$ cat config.mk
export PLATFORM = sky130hd
export DESIGN_NAME = key_byte_to_ps2_scancodes
export DESIGN_NICKNAME = d
export VERILOG_FILES = /design/src/rtl/kbs_pkg.sv /design/src/rtl/kbs_front.sv /design/src/rtl/kbs_fifo.sv /design/src/rtl/kbs_back.sv /design/src/rtl/key_byte_to_ps2_scancodes.sv
export SDC_FILE = /design/constraint.sdc
export NUM_CORES = 1
export LEC_CHECK = 0
export ABC_AREA = 1
export BUFFER_PORTS_ARGS = -buffer_cell sky130_fd_sc_hd__buf_2
export CORE_ASPECT_RATIO = 2
export CORE_MARGIN = 1.5
export CORE_UTILIZATION = 40
export DETAILED_ROUTE_END_ITERATION = 7
export SLEW_MARGIN = 25
export SYNTH_ARGS = -nofsm -noshare
export SYNTH_HDL_FRONTEND = slang
export SYNTH_SLANG_ARGS = --single-unit
$ cat constraint.sdc
create_clock -name clk_i -period 3.26 [get_ports clk_i]
set_input_delay 0.978 -clock clk_i [delete_from_list [all_inputs] [get_ports clk_i]]
set_output_delay 0.978 -clock clk_i [all_outputs]
set_load 0.03 [all_outputs]
$ cat src/rtl/kbs_pkg.sv
// Shared types, constants and the key translation ROM for the scancode block.
package kbs_pkg;

  // Set-1 modifier and prefix codes
  localparam logic [7:0] CODE_ALT   = 8'h38;
  localparam logic [7:0] CODE_CTRL  = 8'h1D;
  localparam logic [7:0] CODE_SHIFT = 8'h2A;
  localparam logic [7:0] CODE_E0    = 8'hE0;

  // Sticky toggle bytes
  localparam logic [7:0] BYTE_NONE         = 8'h00;
  localparam logic [7:0] BYTE_ALT_TOGGLE   = 8'hA6;
  localparam logic [7:0] BYTE_CTRL_TOGGLE  = 8'hA7;
  localparam logic [7:0] BYTE_SHIFT_TOGGLE = 8'hA8;

  // Flag bit positions in a ROM entry
  localparam int unsigned FLAG_SHIFT = 0;
  localparam int unsigned FLAG_E0    = 1;
  localparam int unsigned FLAG_ALT   = 2;
  localparam int unsigned FLAG_CTRL  = 3;

  // Output slots of one command, in emission order
  localparam int unsigned NSLOT          = 7;
  localparam int unsigned SLOT_REL_PFX   = 0;
  localparam int unsigned SLOT_REL_CODE  = 1;
  localparam int unsigned SLOT_CLR_ALT   = 2;
  localparam int unsigned SLOT_CLR_CTRL  = 3;
  localparam int unsigned SLOT_CLR_SHIFT = 4;
  localparam int unsigned SLOT_NEW_PFX   = 5;
  localparam int unsigned SLOT_NEW_CODE  = 6;

  // Command queue between front and back
  localparam int unsigned QDEPTH = 2;
  localparam int unsigned QPTR_W = $clog2(QDEPTH);
  localparam int unsigned QCNT_W = $clog2(QDEPTH + 1);

  typedef struct packed {
    logic [NSLOT-1:0] mask;
    logic [7:0]       rel_pfx;
    logic [7:0]       rel_code;
    logic [7:0]       new_pfx;
    logic [7:0]       new_code;
    logic             new_down;
  } cmd_t;

  typedef struct packed {
    logic full;
    logic empty;
  } q_stat_t;

  typedef struct packed {
    logic       hit;
    logic [7:0] code;
    logic [3:0] flags;
  } rom_ent_t;

  // Prefix code for a flag set; ROM entries carry at most one flag
  function automatic logic [7:0] pfx_code(input logic [3:0] flags);
    logic [7:0] c;
    c = CODE_CTRL;
    if (flags[FLAG_SHIFT])     c = CODE_SHIFT;
    else if (flags[FLAG_E0])   c = CODE_E0;
    else if (flags[FLAG_ALT])  c = CODE_ALT;
    return c;
  endfunction

  function automatic rom_ent_t rom_lookup(input logic [7:0] b);
    rom_ent_t r;
    r = '{hit: 1'b1, code: 8'h00, flags: 4'h0};
    case (b)
      8'h1B: r.code = 8'h01;  8'h0D: r.code = 8'h1C;  8'h20: r.code = 8'h39;
      8'h08: r.code = 8'h0E;  8'h09: r.code = 8'h0F;
      8'h31: r.code = 8'h02;  8'h32: r.code = 8'h03;  8'h33: r.code = 8'h04;
      8'h34: r.code = 8'h05;  8'h35: r.code = 8'h06;  8'h36: r.code = 8'h07;
      8'h37: r.code = 8'h08;  8'h38: r.code = 8'h09;  8'h39: r.code = 8'h0A;
      8'h30: r.code = 8'h0B;
      8'h71: r.code = 8'h10;  8'h77: r.code = 8'h11;  8'h65: r.code = 8'h12;
      8'h72: r.code = 8'h13;  8'h74: r.code = 8'h14;  8'h79: r.code = 8'h15;
      8'h75: r.code = 8'h16;  8'h69: r.code = 8'h17;  8'h6F: r.code = 8'h18;
      8'h70: r.code = 8'h19;
      8'h61: r.code = 8'h1E;  8'h73: r.code = 8'h1F;  8'h64: r.code = 8'h20;
      8'h66: r.code = 8'h21;  8'h67: r.code = 8'h22;  8'h68: r.code = 8'h23;
      8'h6A: r.code = 8'h24;  8'h6B: r.code = 8'h25;  8'h6C: r.code = 8'h26;
      8'h7A: r.code = 8'h2C;  8'h78: r.code = 8'h2D;  8'h63: r.code = 8'h2E;
      8'h76: r.code = 8'h2F;  8'h62: r.code = 8'h30;  8'h6E: r.code = 8'h31;
      8'h6D: r.code = 8'h32;  8'h2C: r.code = 8'h33;  8'h2E: r.code = 8'h34;
      8'h51: r = '{1'b1, 8'h10, 4'h1};  8'h57: r = '{1'b1, 8'h11, 4'h1};
      8'h45: r = '{1'b1, 8'h12, 4'h1};  8'h52: r = '{1'b1, 8'h13, 4'h1};
      8'h54: r = '{1'b1, 8'h14, 4'h1};  8'h59: r = '{1'b1, 8'h15, 4'h1};
      8'h55: r = '{1'b1, 8'h16, 4'h1};  8'h49: r = '{1'b1, 8'h17, 4'h1};
      8'h4F: r = '{1'b1, 8'h18, 4'h1};  8'h50: r = '{1'b1, 8'h19, 4'h1};
      8'h41: r = '{1'b1, 8'h1E, 4'h1};  8'h53: r = '{1'b1, 8'h1F, 4'h1};
      8'h44: r = '{1'b1, 8'h20, 4'h1};  8'h46: r = '{1'b1, 8'h21, 4'h1};
      8'h47: r = '{1'b1, 8'h22, 4'h1};  8'h48: r = '{1'b1, 8'h23, 4'h1};
      8'h4A: r = '{1'b1, 8'h24, 4'h1};  8'h4B: r = '{1'b1, 8'h25, 4'h1};
      8'h4C: r = '{1'b1, 8'h26, 4'h1};
      8'h5A: r = '{1'b1, 8'h2C, 4'h1};  8'h58: r = '{1'b1, 8'h2D, 4'h1};
      8'h43: r = '{1'b1, 8'h2E, 4'h1};  8'h56: r = '{1'b1, 8'h2F, 4'h1};
      8'h42: r = '{1'b1, 8'h30, 4'h1};  8'h4E: r = '{1'b1, 8'h31, 4'h1};
      8'h4D: r = '{1'b1, 8'h32, 4'h1};
      8'h21: r = '{1'b1, 8'h02, 4'h1};  8'h40: r = '{1'b1, 8'h03, 4'h1};
      8'h23: r = '{1'b1, 8'h04, 4'h1};  8'h24: r = '{1'b1, 8'h05, 4'h1};
      8'h25: r = '{1'b1, 8'h06, 4'h1};  8'h5E: r = '{1'b1, 8'h07, 4'h1};
      8'h26: r = '{1'b1, 8'h08, 4'h1};  8'h2A: r = '{1'b1, 8'h09, 4'h1};
      8'h28: r = '{1'b1, 8'h0A, 4'h1};  8'h29: r = '{1'b1, 8'h0B, 4'h1};
      8'h7B: r = '{1'b1, 8'h1A, 4'h1};  8'h7D: r = '{1'b1, 8'h1B, 4'h1};
      8'h5B: r.code = 8'h1A;  8'h5D: r.code = 8'h1B;  8'h2F: r.code = 8'h35;
      8'h5C: r.code = 8'h2B;
      8'h7C: r = '{1'b1, 8'h2B, 4'h1};  8'h7E: r = '{1'b1, 8'h29, 4'h1};
      8'h27: r.code = 8'h28;
      8'h22: r = '{1'b1, 8'h28, 4'h1};
      8'h3B: r.code = 8'h27;
      8'h3A: r = '{1'b1, 8'h27, 4'h1};
      8'h60: r.code = 8'h29;
      8'h2B: r = '{1'b1, 8'h0D, 4'h1};
      8'h2D: r.code = 8'h0C;
      8'h5F: r = '{1'b1, 8'h0C, 4'h1};
      8'h3D: r.code = 8'h0D;
      8'h3F: r = '{1'b1, 8'h35, 4'h1};  8'h3C: r = '{1'b1, 8'h33, 4'h1};
      8'h3E: r = '{1'b1, 8'h34, 4'h1};
      8'h81: r.code = 8'h3B;  8'h82: r.code = 8'h3C;  8'h83: r.code = 8'h3D;
      8'h84: r.code = 8'h3E;  8'h85: r.code = 8'h3F;  8'h86: r.code = 8'h40;
      8'h87: r.code = 8'h41;  8'h88: r.code = 8'h42;  8'h89: r.code = 8'h43;
      8'h8A: r.code = 8'h44;
      8'hB5: r = '{1'b1, 8'h48, 4'h2};  8'hB6: r = '{1'b1, 8'h50, 4'h2};
      8'hB4: r = '{1'b1, 8'h4B, 4'h2};  8'hB7: r = '{1'b1, 8'h4D, 4'h2};
      8'h99: r = '{1'b1, 8'h49, 4'h2};  8'hA4: r = '{1'b1, 8'h51, 4'h2};
      8'h98: r = '{1'b1, 8'h47, 4'h2};  8'hA5: r = '{1'b1, 8'h4F, 4'h2};
      8'h8B: r = '{1'b1, 8'h53, 4'h2};
      8'h8D: r = '{1'b1, 8'h3E, 4'h4};  8'h8E: r = '{1'b1, 8'h3E, 4'h8};
      default: r = '{1'b0, 8'h00, 4'h0};
    endcase
    return r;
  endfunction

endpackage

$ cat src/rtl/kbs_front.sv
// Front end: holds key and sticky state, turns each byte into a slot command.
module kbs_front (
  input  logic            clk_i,
  input  logic            rst_ni,
  input  logic            in_valid_i,
  output logic            in_ready_o,
  input  logic [7:0]      key_byte_i,
  input  kbs_pkg::q_stat_t q_stat_i,
  output logic            push_o,
  output kbs_pkg::cmd_t   cmd_o
);
  import kbs_pkg::*;

  logic       held_valid_q, held_valid_d;
  logic [7:0] held_code_q, held_code_d;
  logic [3:0] held_flags_q, held_flags_d;
  logic       alt_q, alt_d, ctrl_q, ctrl_d, shift_q, shift_d;
  logic       acc;
  logic       alt_c, ctrl_c, shift_c;
  rom_ent_t   ent;

  assign in_ready_o = !q_stat_i.full;
  assign acc        = in_valid_i && in_ready_o;
  assign ent        = rom_lookup(key_byte_i);

  always_comb begin
    cmd_o        = '0;
    held_valid_d = held_valid_q;
    held_code_d  = held_code_q;
    held_flags_d = held_flags_q;

    // release of the held key also drops every sticky toggle
    cmd_o.rel_pfx  = pfx_code(held_flags_q);
    cmd_o.rel_code = held_code_q;
    cmd_o.mask[SLOT_REL_PFX]   = held_valid_q && (held_flags_q != 4'h0);
    cmd_o.mask[SLOT_REL_CODE]  = held_valid_q;
    cmd_o.mask[SLOT_CLR_ALT]   = held_valid_q && alt_q;
    cmd_o.mask[SLOT_CLR_CTRL]  = held_valid_q && ctrl_q;
    cmd_o.mask[SLOT_CLR_SHIFT] = held_valid_q && shift_q;
    alt_c   = alt_q && !held_valid_q;
    ctrl_c  = ctrl_q && !held_valid_q;
    shift_c = shift_q && !held_valid_q;
    alt_d   = alt_c;
    ctrl_d  = ctrl_c;
    shift_d = shift_c;
    if (held_valid_q) begin
      held_valid_d = 1'b0;
      held_code_d  = 8'h00;
      held_flags_d = 4'h0;
    end

    cmd_o.new_pfx = pfx_code(ent.flags);
    if (key_byte_i == BYTE_ALT_TOGGLE) begin
      alt_d = !alt_c;
      cmd_o.mask[SLOT_NEW_CODE] = 1'b1;
      cmd_o.new_code = CODE_ALT;
      cmd_o.new_down = !alt_c;
    end else if (key_byte_i == BYTE_CTRL_TOGGLE) begin
      ctrl_d = !ctrl_c;
      cmd_o.mask[SLOT_NEW_CODE] = 1'b1;
      cmd_o.new_code = CODE_CTRL;
      cmd_o.new_down = !ctrl_c;
    end else if (key_byte_i == BYTE_SHIFT_TOGGLE) begin
      shift_d = !shift_c;
      cmd_o.mask[SLOT_NEW_CODE] = 1'b1;
      cmd_o.new_code = CODE_SHIFT;
      cmd_o.new_down = !shift_c;
    end else if (ent.hit && key_byte_i != BYTE_NONE) begin
      cmd_o.mask[SLOT_NEW_PFX]  = ent.flags != 4'h0;
      cmd_o.mask[SLOT_NEW_CODE] = 1'b1;
      cmd_o.new_code = ent.code;
      cmd_o.new_down = 1'b1;
      held_valid_d   = 1'b1;
      held_code_d    = ent.code;
      held_flags_d   = ent.flags;
    end
  end

  // a word with nothing to send never enters the queue
  assign push_o = acc && (cmd_o.mask != '0);

  always_ff @(posedge clk_i or negedge rst_ni) begin
    if (!rst_ni) begin
      held_valid_q <= 1'b0;
      held_code_q  <= 8'h00;
      held_flags_q <= 4'h0;
      alt_q        <= 1'b0;
      ctrl_q       <= 1'b0;
      shift_q      <= 1'b0;
    end else if (acc) begin
      held_valid_q <= held_valid_d;
      held_code_q  <= held_code_d;
      held_flags_q <= held_flags_d;
      alt_q        <= alt_d;
      ctrl_q       <= ctrl_d;
      shift_q      <= shift_d;
    end
  end

endmodule

$ cat src/rtl/kbs_fifo.sv
// Short command queue between the front end and the output sequencer.
module kbs_fifo (
  input  logic             clk_i,
  input  logic             rst_ni,
  input  logic             push_i,
  input  kbs_pkg::cmd_t    push_cmd_i,
  input  logic             pop_i,
  output kbs_pkg::cmd_t    pop_cmd_o,
  output kbs_pkg::q_stat_t stat_o
);
  import kbs_pkg::*;

  cmd_t              mem_q [QDEPTH];
  logic [QPTR_W-1:0] wr_ptr_q, rd_ptr_q;
  logic [QCNT_W-1:0] cnt_q;
  logic              do_push, do_pop;

  assign stat_o.full  = cnt_q == QCNT_W'(QDEPTH);
  assign stat_o.empty = cnt_q == '0;
  assign do_push      = push_i && !stat_o.full;
  assign do_pop       = pop_i && !stat_o.empty;
  assign pop_cmd_o    = mem_q[rd_ptr_q];

  always_ff @(posedge clk_i) begin
    if (do_push) begin
      mem_q[wr_ptr_q] <= push_cmd_i;
    end
  end

  always_ff @(posedge clk_i or negedge rst_ni) begin
    if (!rst_ni) begin
      wr_ptr_q <= '0;
      rd_ptr_q <= '0;
      cnt_q    <= '0;
    end else begin
      if (do_push) wr_ptr_q <= wr_ptr_q + 1'b1;
      if (do_pop)  rd_ptr_q <= rd_ptr_q + 1'b1;
      case ({do_push, do_pop})
        2'b10:   cnt_q <= cnt_q + 1'b1;
        2'b01:   cnt_q <= cnt_q - 1'b1;
        default: cnt_q <= cnt_q;
      endcase
    end
  end

endmodule

$ cat src/rtl/kbs_back.sv
// Back end: walks the slots of one command and sends one code per cycle when not stalled.
module kbs_back (
  input  logic             clk_i,
  input  logic             rst_ni,
  input  kbs_pkg::cmd_t    cmd_i,
  input  kbs_pkg::q_stat_t q_stat_i,
  output logic             pop_o,
  output logic             out_valid_o,
  input  logic             out_ready_i,
  output logic             is_down_o,
  output logic [7:0]       keycode_o,
  output logic             last_o
);
  import kbs_pkg::*;

  cmd_t             cur_q;
  logic [NSLOT-1:0] mask_q, mask_d, sel, rem;
  logic             adv, emit, sel_down;
  logic [7:0]       sel_code;
  logic             out_valid_q, is_down_q, last_q;
  logic [7:0]       keycode_q;

  // lowest pending slot goes first
  always_comb begin
    sel = '0;
    for (int i = 0; i < NSLOT; i++) begin
      if (mask_q[i] && sel == '0) sel[i] = 1'b1;
    end
  end

  always_comb begin
    sel_code = cur_q.new_code;
    sel_down = cur_q.new_down;
    if (sel[SLOT_REL_PFX]) begin
      sel_code = cur_q.rel_pfx;   sel_down = 1'b0;
    end else if (sel[SLOT_REL_CODE]) begin
      sel_code = cur_q.rel_code;  sel_down = 1'b0;
    end else if (sel[SLOT_CLR_ALT]) begin
      sel_code = CODE_ALT;        sel_down = 1'b0;
    end else if (sel[SLOT_CLR_CTRL]) begin
      sel_code = CODE_CTRL;       sel_down = 1'b0;
    end else if (sel[SLOT_CLR_SHIFT]) begin
      sel_code = CODE_SHIFT;      sel_down = 1'b0;
    end else if (sel[SLOT_NEW_PFX]) begin
      sel_code = cur_q.new_pfx;   sel_down = 1'b1;
    end
  end

  assign adv   = !out_valid_q || out_ready_i;
  assign emit  = adv && (mask_q != '0);
  assign rem   = mask_q & ~sel;
  assign pop_o = !q_stat_i.empty && ((mask_q == '0) || (emit && rem == '0));

  always_comb begin
    mask_d = mask_q;
    if (emit)  mask_d = rem;
    if (pop_o) mask_d = cmd_i.mask;
  end

  always_ff @(posedge clk_i) begin
    if (pop_o) cur_q <= cmd_i;
    if (emit) begin
      is_down_q <= sel_down;
      keycode_q <= sel_code;
      last_q    <= rem == '0;
    end
  end

  always_ff @(posedge clk_i or negedge rst_ni) begin
    if (!rst_ni) begin
      mask_q      <= '0;
      out_valid_q <= 1'b0;
    end else begin
      mask_q <= mask_d;
      if (adv) out_valid_q <= emit;
    end
  end

  assign out_valid_o = out_valid_q;
  assign is_down_o   = is_down_q;
  assign keycode_o   = keycode_q;
  assign last_o      = last_q;

endmodule

$ cat src/rtl/key_byte_to_ps2_scancodes.sv
// A byte's command is queued when the byte is taken; the output sequencer loads it from
// the queue and registers its codes. Throughput: one code per cycle while the receiver
// is ready; a byte yields 0 to 7 codes, and bytes with none cost the back end nothing.
// The front takes a byte every cycle while the two-entry command queue has room.
// Reset (async, active low) clears the held key, sticky toggles, queue and output.
module key_byte_to_ps2_scancodes (
  input  logic       clk_i,
  input  logic       rst_ni,
  input  logic       in_valid_i,
  output logic       in_ready_o,
  input  logic [7:0] key_byte_i,
  output logic       out_valid_o,
  input  logic       out_ready_i,
  output logic       is_down_o,
  output logic [7:0] keycode_o,
  output logic       last_o
);
  import kbs_pkg::*;

  logic    push, pop;
  cmd_t    push_cmd, pop_cmd;
  q_stat_t q_stat;

  kbs_front u_front (
    .clk_i      (clk_i),
    .rst_ni     (rst_ni),
    .in_valid_i (in_valid_i),
    .in_ready_o (in_ready_o),
    .key_byte_i (key_byte_i),
    .q_stat_i   (q_stat),
    .push_o     (push),
    .cmd_o      (push_cmd)
  );

  kbs_fifo u_fifo (
    .clk_i      (clk_i),
    .rst_ni     (rst_ni),
    .push_i     (push),
    .push_cmd_i (push_cmd),
    .pop_i      (pop),
    .pop_cmd_o  (pop_cmd),
    .stat_o     (q_stat)
  );

  kbs_back u_back (
    .clk_i       (clk_i),
    .rst_ni      (rst_ni),
    .cmd_i       (pop_cmd),
    .q_stat_i    (q_stat),
    .pop_o       (pop),
    .out_valid_o (out_valid_o),
    .out_ready_i (out_ready_i),
    .is_down_o   (is_down_o),
    .keycode_o   (keycode_o),
    .last_o      (last_o)
  );

  a_push_nonempty: assert property (@(posedge clk_i) disable iff (!rst_ni)
    push |-> push_cmd.mask != '0)
    else $error("empty command pushed");

  a_q_stat: assert property (@(posedge clk_i) disable iff (!rst_ni)
    !(q_stat.full && q_stat.empty))
    else $error("queue both full and empty");

  a_code_nonzero: assert property (@(posedge clk_i) disable iff (!rst_ni)
    out_valid_o |-> keycode_o != 8'h00)
    else $error("zero keycode sent");

  a_no_push_when_full: assert property (@(posedge clk_i) disable iff (!rst_ni)
    q_stat.full |-> !push)
    else $error("push into full queue");

endmodule

==> results.json, run 1 <==
{
  "synthAdderAreaFrac_pct": 0.3498,
  "grtUsageTotal_pct": 25.45,
  "slew_viol_final": 0,
  "multi_input_area_sq_um": 2902,
  "synth_area_leaders": "edfxtp_1 45%, nand2_1 19%, dfrtp_1 9.8%",
  "yosys.area.top_type": "edfxtp_1",
  "nFillCells": 1682,
  "drt_iter0_markers": 616,
  "cts_max_path_buffers": 2,
  "final.min_clock_period_ps": 3090,
  "drtPass1Iterations": 6,
  "fin_skew_ps": 6.602,
  "regArea_sq_um": 3944,
  "dieArea_sq_um": 18740,
  "rsz0062_at_grt": "no",
  "ant_nets": 0,
  "wl_per_cell_um": 18.04,
  "worstSetupPathType": "in2reg",
  "tightest_slew_ps": 729.3,
  "grt_pass1_wl_um": 35900,
  "timing.final.crit_share_pct": 94.78,
  "core_area_sq_um": 17610,
  "die_y_um": 192.1,
  "seq_area_frac_synth_pct": 55.13,
  "finalSetupViolCount": 0,
  "htreeDepth": 4,
  "synthMuxAreaShare_pct": 0,
  "cts_root_buf": "clkbuf_16",
  "cts_setup_buffers": 0,
  "via_per_inst": 5.244,
  "power.static_leakage_nw": 4.456,
  "cts_tree": "done",
  "antenna_found_initial": 0,
  "grt_pass1_vias": 6557,
  "dp_hpwl_um": 17880,
  "critPathArrivalTime_ps": 3200,
  "clock_latency_ps": 420,
  "synth_seq_cells": 136,
  "initial_core_util_pct": 40.62,
  "yosys.area_share.simple_pct": 33.30,
  "fin_util_pct": 52.92,
  "synth_top_family_by_area": "simple AND/OR/NAND/NOR gates",
  "cts_buffers": 17,
  "fmax_mhz": 323.6,
  "mostFrequentLayoutCells": "358 x nand2_1, 150 x buf_4, 118 x nor2_1",
  "setup_slack_ps": 170.1,
  "yosysTopAreaCellShare_pct": 45.34,
  "postCtsHoldBufs": 0,
  "cts_sinks": 136,
  "tns_ps": 0,
  "cap_violations": 0,
  "ys_types": 35,
  "die_x_um": 97.56,
  "synthArstFlopShare_pct": 20.59,
  "start_kind": "input pin",
  "yosysWarnings": 0,
  "place_ws_ps": -202.8,
  "rows": 69,
  "final_area_sq_um": 9320,
  "run_status": "finished clean",
  "slowest_stage": "nor2_2",
  "netlist_area_sq_um": 7153,
  "crit_chain": "buf_2, inv_1, buf_4, nand2_1, nor2_2, nand2_1, nand2_1, nor2_1, nand2_1, nor2_1, nand2_1, nor2_4, nand4_1, nand2_1, buf_4, nor2_4, buf_12",
  "num_vias": 6770,
  "hold_viol": 0,
  "cp_num_buf_inv": 5,
  "synth_compound_area_share_pct": 6.315,
  "ir_drop_mv": 0.4443,
  "synth_edf_count": 108,
  "layout-drive-gt1-share_pct": 21.80,
  "synthCells": 886,
  "antenna_cells": 0,
  "p_per_area_nw_per_um2": 720.6,
  "post_cts_resized": 0,
  "syn-num-nets": 900,
  "max-slew-margin-rel_pct": 51.33,
  "hold_path.class": "reg2reg",
  "gr-total-overflow": 0,
  "layout_commonest_cell": "nand2_1",
  "path_clk_slew_ps": 60,
  "layout.nets": 1079,
  "whs_ps": 471.6,
  "slowest_delay_ps": 490,
  "placed_cell_area_sq_um": 8665,
  "io_buffer_count": 23,
  "grt_max_degree": 38,
  "crit_family": "simple AND/OR/NAND/NOR gates",
  "cp_max_fo": 35,
  "areaGrowthSynthToFinish_pct": 30.30,
  "gp_congestion": 0.9932,
  "crit_required_ps": 3370,
  "end_kind": "flip-flop",
  "yosys.area_share.xor_xnor_pct": 0.4898,
  "num_io_pins": 24,
  "wirelength_um": 23300,
  "drc_errors": 0,
  "synth_flop_cell": "edfxtp_1",
  "crit_top_cell": "nand2_1",
  "avgSynthCellArea_sq_um": 8.073
}
[state kept, by name, summed over array words and instances, names as in the netlist]
register and cells:
u_back.keycode_o 8, u_fifo.mem_q 70, u_fifo.cnt_q 2, u_front.shift_q 1, u_back.cur_q 28, u_front.held_code_q 8, u_fifo.rd_ptr_q 1, u_front.alt_q 1
u_back.out_valid_o 1, u_fifo.wr_ptr_q 1, u_back.last_o 1, u_front.held_valid_q 1, u_front.held_flags_q 4, u_back.mask_q 7, u_front.ctrl_q 1, u_back.is_down_o 1
[per-stage QoR]
step	power (mW)	cells
2_1_floorplan	3.943	886
3_3_place_gp	4.599	1259
3_5_place_dp	4.643	1259
4_1_cts	6.747	1291
5_1_grt	7.064	1291
6_report	6.716	1291
[synth_stat cells, drive strengths merged, types with 5 or more instances]
cell,instances
dfrtp,28
a21oi,29
inv,65
o211ai,6
nor3,13
o21ai,42
nand2,364
edfxtp,108
nor2,129
nand4,16
or2,5
nor3b,6
clkbuf,10
nand3,38
buf,6
[cell families (layout without fill, tap and decap cells)]
group | Yosys count | after routing
buffers and inverters | 82 | 274
AOI/OAI and AO/OA | 84 | 84
xor gates and xnor gates | 4 | 4
DFF | 136 | 136
adders and majority gates | 2 | 2
and+or+nand+nor | 578 | 578
[worst reg2reg max path, delay by kind of cell, from the launching register on]
| family | cells | cell delay, ps |
|---|---|---|
| xor+xnor | 1 | 140 |
| simple gates | 8 | 1300 |
| fa+ha+maj | 1 | 260 |
| compound gates | 2 | 220 |
| flops | 1 | 490 |
[final timing paths]
path                             startpoint                       to  slack, ps  cells after the start
setup / recovery              key_byte_i[0]      u_fifo.mem_q[1][29]        170                     17
hold / removal              u_fifo.wr_ptr_q          u_fifo.wr_ptr_q        470                      2
setup reg to reg           u_back.mask_q[0]          u_fifo.cnt_q[1]        730                     12
hold reg to reg             u_fifo.wr_ptr_q          u_fifo.wr_ptr_q        470                      2
max in group asynchronous            rst_ni  u_front.held_flags_q[1]       2220                      1
min in group asynchronous            rst_ni       u_back.out_valid_o        590                      1
[power breakdown]
part	internal, mW	switching (mW)	leakage [nW]	total [mW]
logic	0.570	1.28	2.79	1.85
registers	2.54	0.212	1.36	2.76
clock network	1.39	0.712	0.310	2.11
[metal layers]
layer  GRT usage, %  vias to the layer above  part of all wire (%)
li1               -                     3289                     -
met1          33.46                     3164                    42
met2          42.20                      262                    48
met3          4.076                       55                   6.0
met4          9.725                        0                   3.4
met5              0                        -                     0
[cell type report]
| type | instances | area share, % |
|---|---|---|
| Sequential cell | 136 | 42.31 |
| Multi-Input combinational cell | 668 | 31.13 |
| Timing Repair Buffer | 176 | 13.96 |
| Clock buffer | 20 | 4.900 |
| Tap cell | 213 | 2.859 |
| Inverter | 66 | 2.698 |
| Clock inverter | 12 | 2.135 |
(Power assumes the default switching activity.)
==> inputs of run 2 (changes only) <==
- ABC_AREA: 1 -> default
- clock period: 3.26 -> 3.8 ns (I/O delays scaled with it)
==> run 2 against run 1 <==
Non-clock buffer count up 36. Sequential power down 7%. Utilization about the same. Clock-buffer cell count up 10. Highest routed layer unchanged. Sequential cell count unchanged. First-iteration DRC count down 47%. Worst setup slack better by 13 ps.
==> results.json, run 2 <==
{
  "layout_commonest_cell": "buf_4",
  "clock_latency_ps": 450,
  "cts_tree": "done",
  "p_per_area_nw_per_um2": 638.0,
  "rr_worst_depth": 7,
  "worstHoldEndpoint": "u_fifo.mem_q[1][24]",
  "initial_core_util_pct": 40.68,
  "crit_required_ps": 3980,
  "via_per_inst": 5.940,
  "placed_cell_area_sq_um": 9255,
  "ys_types": 83,
  "grt_pass1_vias": 7071,
  "gr-total-overflow": 0,
  "power.static_leakage_nw": 3.840,
  "run_status": "finished clean",
  "crit-reg2reg-launch": "u_back.mask_q[1]",
  "cts_root_buf": "clkbuf_16",
  "setup_slack_ps": 183.1,
  "cap_violations": 0,
  "synth_seq_cells": 136,
  "synthCells": 703,
  "drc_errors": 0,
  "fin_skew_ps": 19.78,
  "htreeDepth": 4,
  "yosysTopAreaCellShare_pct": 42.33,
  "areaGrowthSynthToFinish_pct": 30.18,
  "end_kind": "flip-flop",
  "cts_sinks": 136,
  "synthArstFlopShare_pct": 20.59,
  "ir_drop_mv": 0.3162,
  "layout-drive-gt1-share_pct": 32.92,
  "stdcell_count": 1139,
  "slowest_delay_ps": 390,
  "drt_iter0_markers": 328,
  "final.min_clock_period_ps": 3617,
  "wirelength_um": 30080,
  "synth_commonest_cells": "108 x edfxtp_1, 53 x nor2_1, 36 x nand2_1",
  "yosysWarnings": 0,
  "avgSynthCellArea_sq_um": 10.90,
  "worstSetupPathType": "in2reg",
  "timing.final.crit_share_pct": 95.18,
  "place_ws_ps": -295.9,
  "cts_max_path_buffers": 3,
  "core_area_sq_um": 18830,
  "largest_register_ffs": 70,
  "num_io_pins": 24,
  "r2r_end": "u_back.cur_q[17]",
  "cts_setup_buffers": 0,
  "reg_top3": "u_fifo.mem_q (70), u_back.cur_q (28)",
  "start_kind": "input pin",
  "cp_max_fo": 35,
  "tightest_slew_ps": 987.4,
  "die_y_um": 198.7,
  "max-slew-margin-rel_pct": 33.93,
  "synth_most_common_cell": "edfxtp_1",
  "rrSetupSlack_ps": 800,
  "slew_viol_final": 0,
  "hold_viol": 0,
  "layout.nets": 892,
  "slowest_stage": "o41ai_4",
  "num_vias": 6766,
  "mostFrequentLayoutCells": "183 x buf_4, 108 x edfxtp_1, 51 x nor2_1",
  "syn-num-nets": 717,
  "final_area_sq_um": 9973,
  "gp_congestion": 1.035,
  "ant_nets": 0,
  "p_total_mw": 6.363,
  "fmax_mhz": 276.5,
  "dp_hpwl_um": 23520,
  "die_x_um": 100.9,
  "grtUsageTotal_pct": 30.99,
  "synth_area_leaders": "edfxtp_1 42%, dfrtp_1 9.1%, mux2_2 4.1%",
  "synth_flop_cell": "edfxtp_1",
  "min_path_cells": 0,
  "yosys.area.top_type": "edfxtp_1",
  "drtPass1Iterations": 5,
  "seq_area_frac_synth_pct": 51.48,
  "hold_path.class": "reg2reg",
  "rsz0062_at_grt": "no",
  "io_buffer_count": 23,
  "grt_pass1_wl_um": 43930,
  "netlist_area_sq_um": 7661,
  "crit_top_cell": "buf_4",
  "worstHoldStart": "u_front.held_code_q[7]",
  "synth_edf_count": 108,
  "dieArea_sq_um": 20040,
  "crit_chain": "buf_2, buf_4, nand2b_1, or3_1, a31oi_1, a2111oi_4, o2111ai_4, o41ai_4, buf_4, nor2_4, buf_12",
  "dp.cells": 1106,
  "critPathArrivalTime_ps": 3800,
  "cts_buffers": 25,
  "rows": 71,
  "finalSetupViolCount": 0,
  "antenna_cells": 0,
  "wl_per_cell_um": 26.40,
  "antenna_found_initial": 0,
  "top_register": "u_fifo.mem_q",
  "path_clk_slew_ps": 50,
  "grt_max_degree": 37
}
[run 2: worst max-delay path: cells and delay by family]
family	cells	cell delay, ps
AOI/OAI and AO/OA	4	1100
buffers and inverters	4	930
and+or+nand+nor	3	570
[run 2: timing repair]
item,4_1_cts,5_1_grt
gates resized for setup,0,2
hold buffers,0,0
setup endpoints to repair,0,65
[run 2: area by class of cell]
class                           count  area [sq um]
Clock buffer                       30         664.4
Clock inverter                      3         40.04
Fill cell                        1731          8860
Inverter                           14         52.55
Multi-Input combinational cell    489          3344
Sequential cell                   136          3944
Tap cell                          255         319.1
Timing Repair Buffer              212          1609
[run 2: logic make-up after synthesis]
| kind of cell | synth area share (%) |
|---|---|
| AO/OA/AOI/OAI | 17.23 |
| XOR/XNOR | 1.143 |
| adder cells (fa/ha/maj) | 0.5879 |
| buffers and inverters | 5.242 |
| flip-flops | 51.48 |
| multiplexers | 5.553 |
| AND/OR/NAND/NOR | 18.77 |
[run 2: worst max-delay path by stage]
stage / from / end / slack, ps
floorplan: key_byte_i[5] / u_fifo.mem_q[0][0] / -320
finish: key_byte_i[3] / u_fifo.mem_q[0][6] / 180
global placement: key_byte_i[6] / u_fifo.mem_q[0][24] / -310
global route: key_byte_i[0] / u_fifo.cnt_q[1] / 9
detailed placement: key_byte_i[6] / u_fifo.mem_q[0][32] / -300
CTS: key_byte_i[6] / u_fifo.mem_q[0][6] / 150
[run 2: per-layer routing]
metal  up-vias  routed length [um]  global-route usage, %
met3       120                1216                  3.865
met5         -                   0                      0
met2       299               17080                  61.19
li1       3053                   -                      -
met1      3294                8701                  25.62
met4         0                3076                  26.66
[run 2: per-stage QoR]
stage	hold WS, ps	TNS [ps]	util [%]
after floorplan	433.9	-22540	-
after global placement	449.6	-24840	49.14
after detailed placement	445.6	-23020	49.14
after CTS	456.4	0	52.88
after global routing	468.0	0	52.96
final	455.7	0	52.96
[run 2: report_power, final]
part | internal (mW) | switching [mW]
combinational | 0.773 | 1.16
sequential | 2.29 | 0.277
clock | 1.28 | 0.586
total | 4.34 | 2.02
==> inputs of run 3 (changes only) <==
- CTS_BUF_LIST: default -> sky130_fd_sc_hd__clkbuf_8
==> run 3 against run 2 <==
Sequential cell count is the same. Clock-buffer cell count shrank 3. Non-clock buffer count is the same. First-iteration DRC count shrank 0.61%. Die area is the same. Routed wire length shrank 0.30%. Combinational power is essentially flat. Register-to-register slack gained 30 ps. Final cell count is the same. Fmax shrank 1.3%. Worst hold slack gained 1.4 ps. Critical path type unchanged. Largest power group unchanged.
==> results.json, run 3 (same netlist as run 2, synthesis figures left out) <==
{
  "run_status": "finished clean",
  "cp_num_buf_inv": 5,
  "drtPass1Iterations": 6,
  "rr_worst_depth": 7,
  "top_register": "u_fifo.mem_q",
  "worstSetupPathType": "in2reg",
  "slew_viol_final": 0,
  "rrSetupSlack_ps": 830,
  "slowest_delay_ps": 480,
  "r2r_end": "u_back.cur_q[17]",
  "fmax_mhz": 272.8,
  "end_kind": "flip-flop",
  "htreeDepth": 4,
  "hold_path.class": "reg2reg",
  "ant_nets": 0,
  "p_total_mw": 5.703,
  "nFillCells": 1770,
  "cts_buffers": 25,
  "mostFrequentLayoutCells": "183 x buf_4, 108 x edfxtp_1, 51 x nor2_1",
  "timing.final.crit_share_pct": 96.47,
  "drt_iter0_markers": 326,
  "multi_input_area_sq_um": 3344,
  "areaGrowthSynthToFinish_pct": 26.51,
  "finalSetupViolCount": 0,
  "layout-drive-gt1-share_pct": 32.92,
  "die_y_um": 198.7,
  "antenna_cells": 0,
  "antenna_found_initial": 0,
  "num_io_pins": 24,
  "wirelength_um": 29980,
  "crit_required_ps": 3980,
  "wl_per_cell_um": 26.32,
  "grtUsageTotal_pct": 30.90,
  "regArea_sq_um": 3944,
  "crit_family": "compound AO/OA/AOI/OAI gates",
  "place_ws_ps": -295.9,
  "cap_violations": 0,
  "ir_drop_mv": 0.3501,
  "tightest_slew_ps": 1025,
  "reg_top3": "u_fifo.mem_q (70), u_back.cur_q (28)",
  "clock_latency_ps": 460,
  "setup_slack_ps": 134.0,
  "io_buffer_count": 23,
  "rows": 71,
  "initial_core_util_pct": 40.68,
  "power.static_leakage_nw": 3.724,
  "drc_errors": 0,
  "worstHoldStart": "u_front.held_code_q[7]",
  "tns_ps": 0,
  "grt_pass1_wl_um": 43760,
  "startpoint": "key_byte_i[2]",
  "die_x_um": 100.9,
  "layout.nets": 892,
  "cts_root_buf": "clkbuf_8",
  "cts_max_path_buffers": 3,
  "fin_skew_ps": 24.56,
  "grt_pass1_vias": 7049,
  "critPathArrivalTime_ps": 3850,
  "largest_register_ffs": 70,
  "core_area_sq_um": 18830,
  "grt_max_degree": 37,
  "cp_max_fo": 8,
  "slowest_stage": "a2111oi_0",
  "final.min_clock_period_ps": 3666,
  "via_per_inst": 5.902,
  "cts_sinks": 136,
  "crit_top_cell": "buf_4",
  "p_per_area_nw_per_um2": 588.5,
  "max-slew-margin-rel_pct": 31.44,
  "cp.depth": 12,
  "dieArea_sq_um": 20040,
  "gp_congestion": 1.035,
  "path_clk_slew_ps": 60,
  "gr-total-overflow": 0,
  "cts_tree": "done",
  "endpoint": "u_fifo.mem_q[0][38]",
  "dp_hpwl_um": 23520,
  "hold_viol": 0,
  "start_kind": "input pin",
  "crit-reg2reg-launch": "u_back.mask_q[1]",
  "layout_commonest_cell": "buf_4",
  "num_vias": 6722,
  "rsz0062_at_grt": "no",
  "crit_chain": "buf_2, buf_12, buf_4, nor2_1, a22oi_1, o22ai_1, a2111oi_0, buf_4, nand3_1, nor3_1, buf_4, nand2b_1",
  "postCtsHoldBufs": 0
}
[run 3: cell count changes in the layout (fill, tap and decap cells not counted)]
cell       before  now
clkbuf_16      25    0
clkbuf_1        3    0
clkbuf_8        2   27
inv_1          12   15
[run 3: per-stage QoR]
stage                     cells  hold slack, ps  utilization (%)  cell area [sq um]
after CTS                  1139           458.3            51.39               9678
final                      1139           457.1            51.46               9692
after global placement     1106           449.6            49.14               9255
after floorplan             703           433.9                -               7666
after global routing       1139           468.0            51.46               9692
after detailed placement   1106           445.6            49.14               9255
[run 3: worst register-to-register path, cell delays in order (launching register included)]
cell	delay, ps
dfrtp_1	490
or3_1	420
or3_1	350
maj3_1	380
nor3_1	170
o22ai_1	250
inv_1	200
buf_4	360
[run 3: per-layer routing]
layer / track usage, % / vias to the layer above / wire (um)
met5: 0 / - / 0
met4: 26.71 / 0 / 2956
met3: 4.111 / 113 / 1137
met2: 60.94 / 275 / 17100
met1: 25.40 / 3286 / 8793
li1: - / 3048 / -
[run 3: layout make-up]
class                      instances  area share (%)
clock inverter                     6          0.5293
clock buffer                      27           3.834
sequential                       136           40.69
multi-input combinational        489           34.51
inverter                          14          0.5422
tap                              255           3.292
timing repair buffer             212           16.60
[run 3: how the worst min path moves through the flow]
| stage | end | slack [ps] | cells past startpoint |
|---|---|---|---|
| floorplan | u_fifo.mem_q[0][24] | 430 | 0 |
| global placement | u_fifo.mem_q[0][24] | 450 | 0 |
| detailed placement | u_fifo.mem_q[1][24] | 450 | 0 |
| CTS | u_fifo.mem_q[0][24] | 460 | 0 |
| global route | u_fifo.mem_q[1][24] | 470 | 0 |
| finish | u_fifo.mem_q[1][24] | 460 | 0 |
[run 3: power breakdown]
group | leakage [nW] | switching, mW | internal [mW] | total [mW]
clock | 0.232 | 0.504 | 0.704 | 1.21
sequential | 1.36 | 0.278 | 2.29 | 2.57
combinational | 2.13 | 1.16 | 0.773 | 1.93
[run 3: what timing repair did]
item,4_1_cts,5_1_grt
buffers inserted,0,0
resized for setup,0,2
endpoints found under the setup margin,0,18
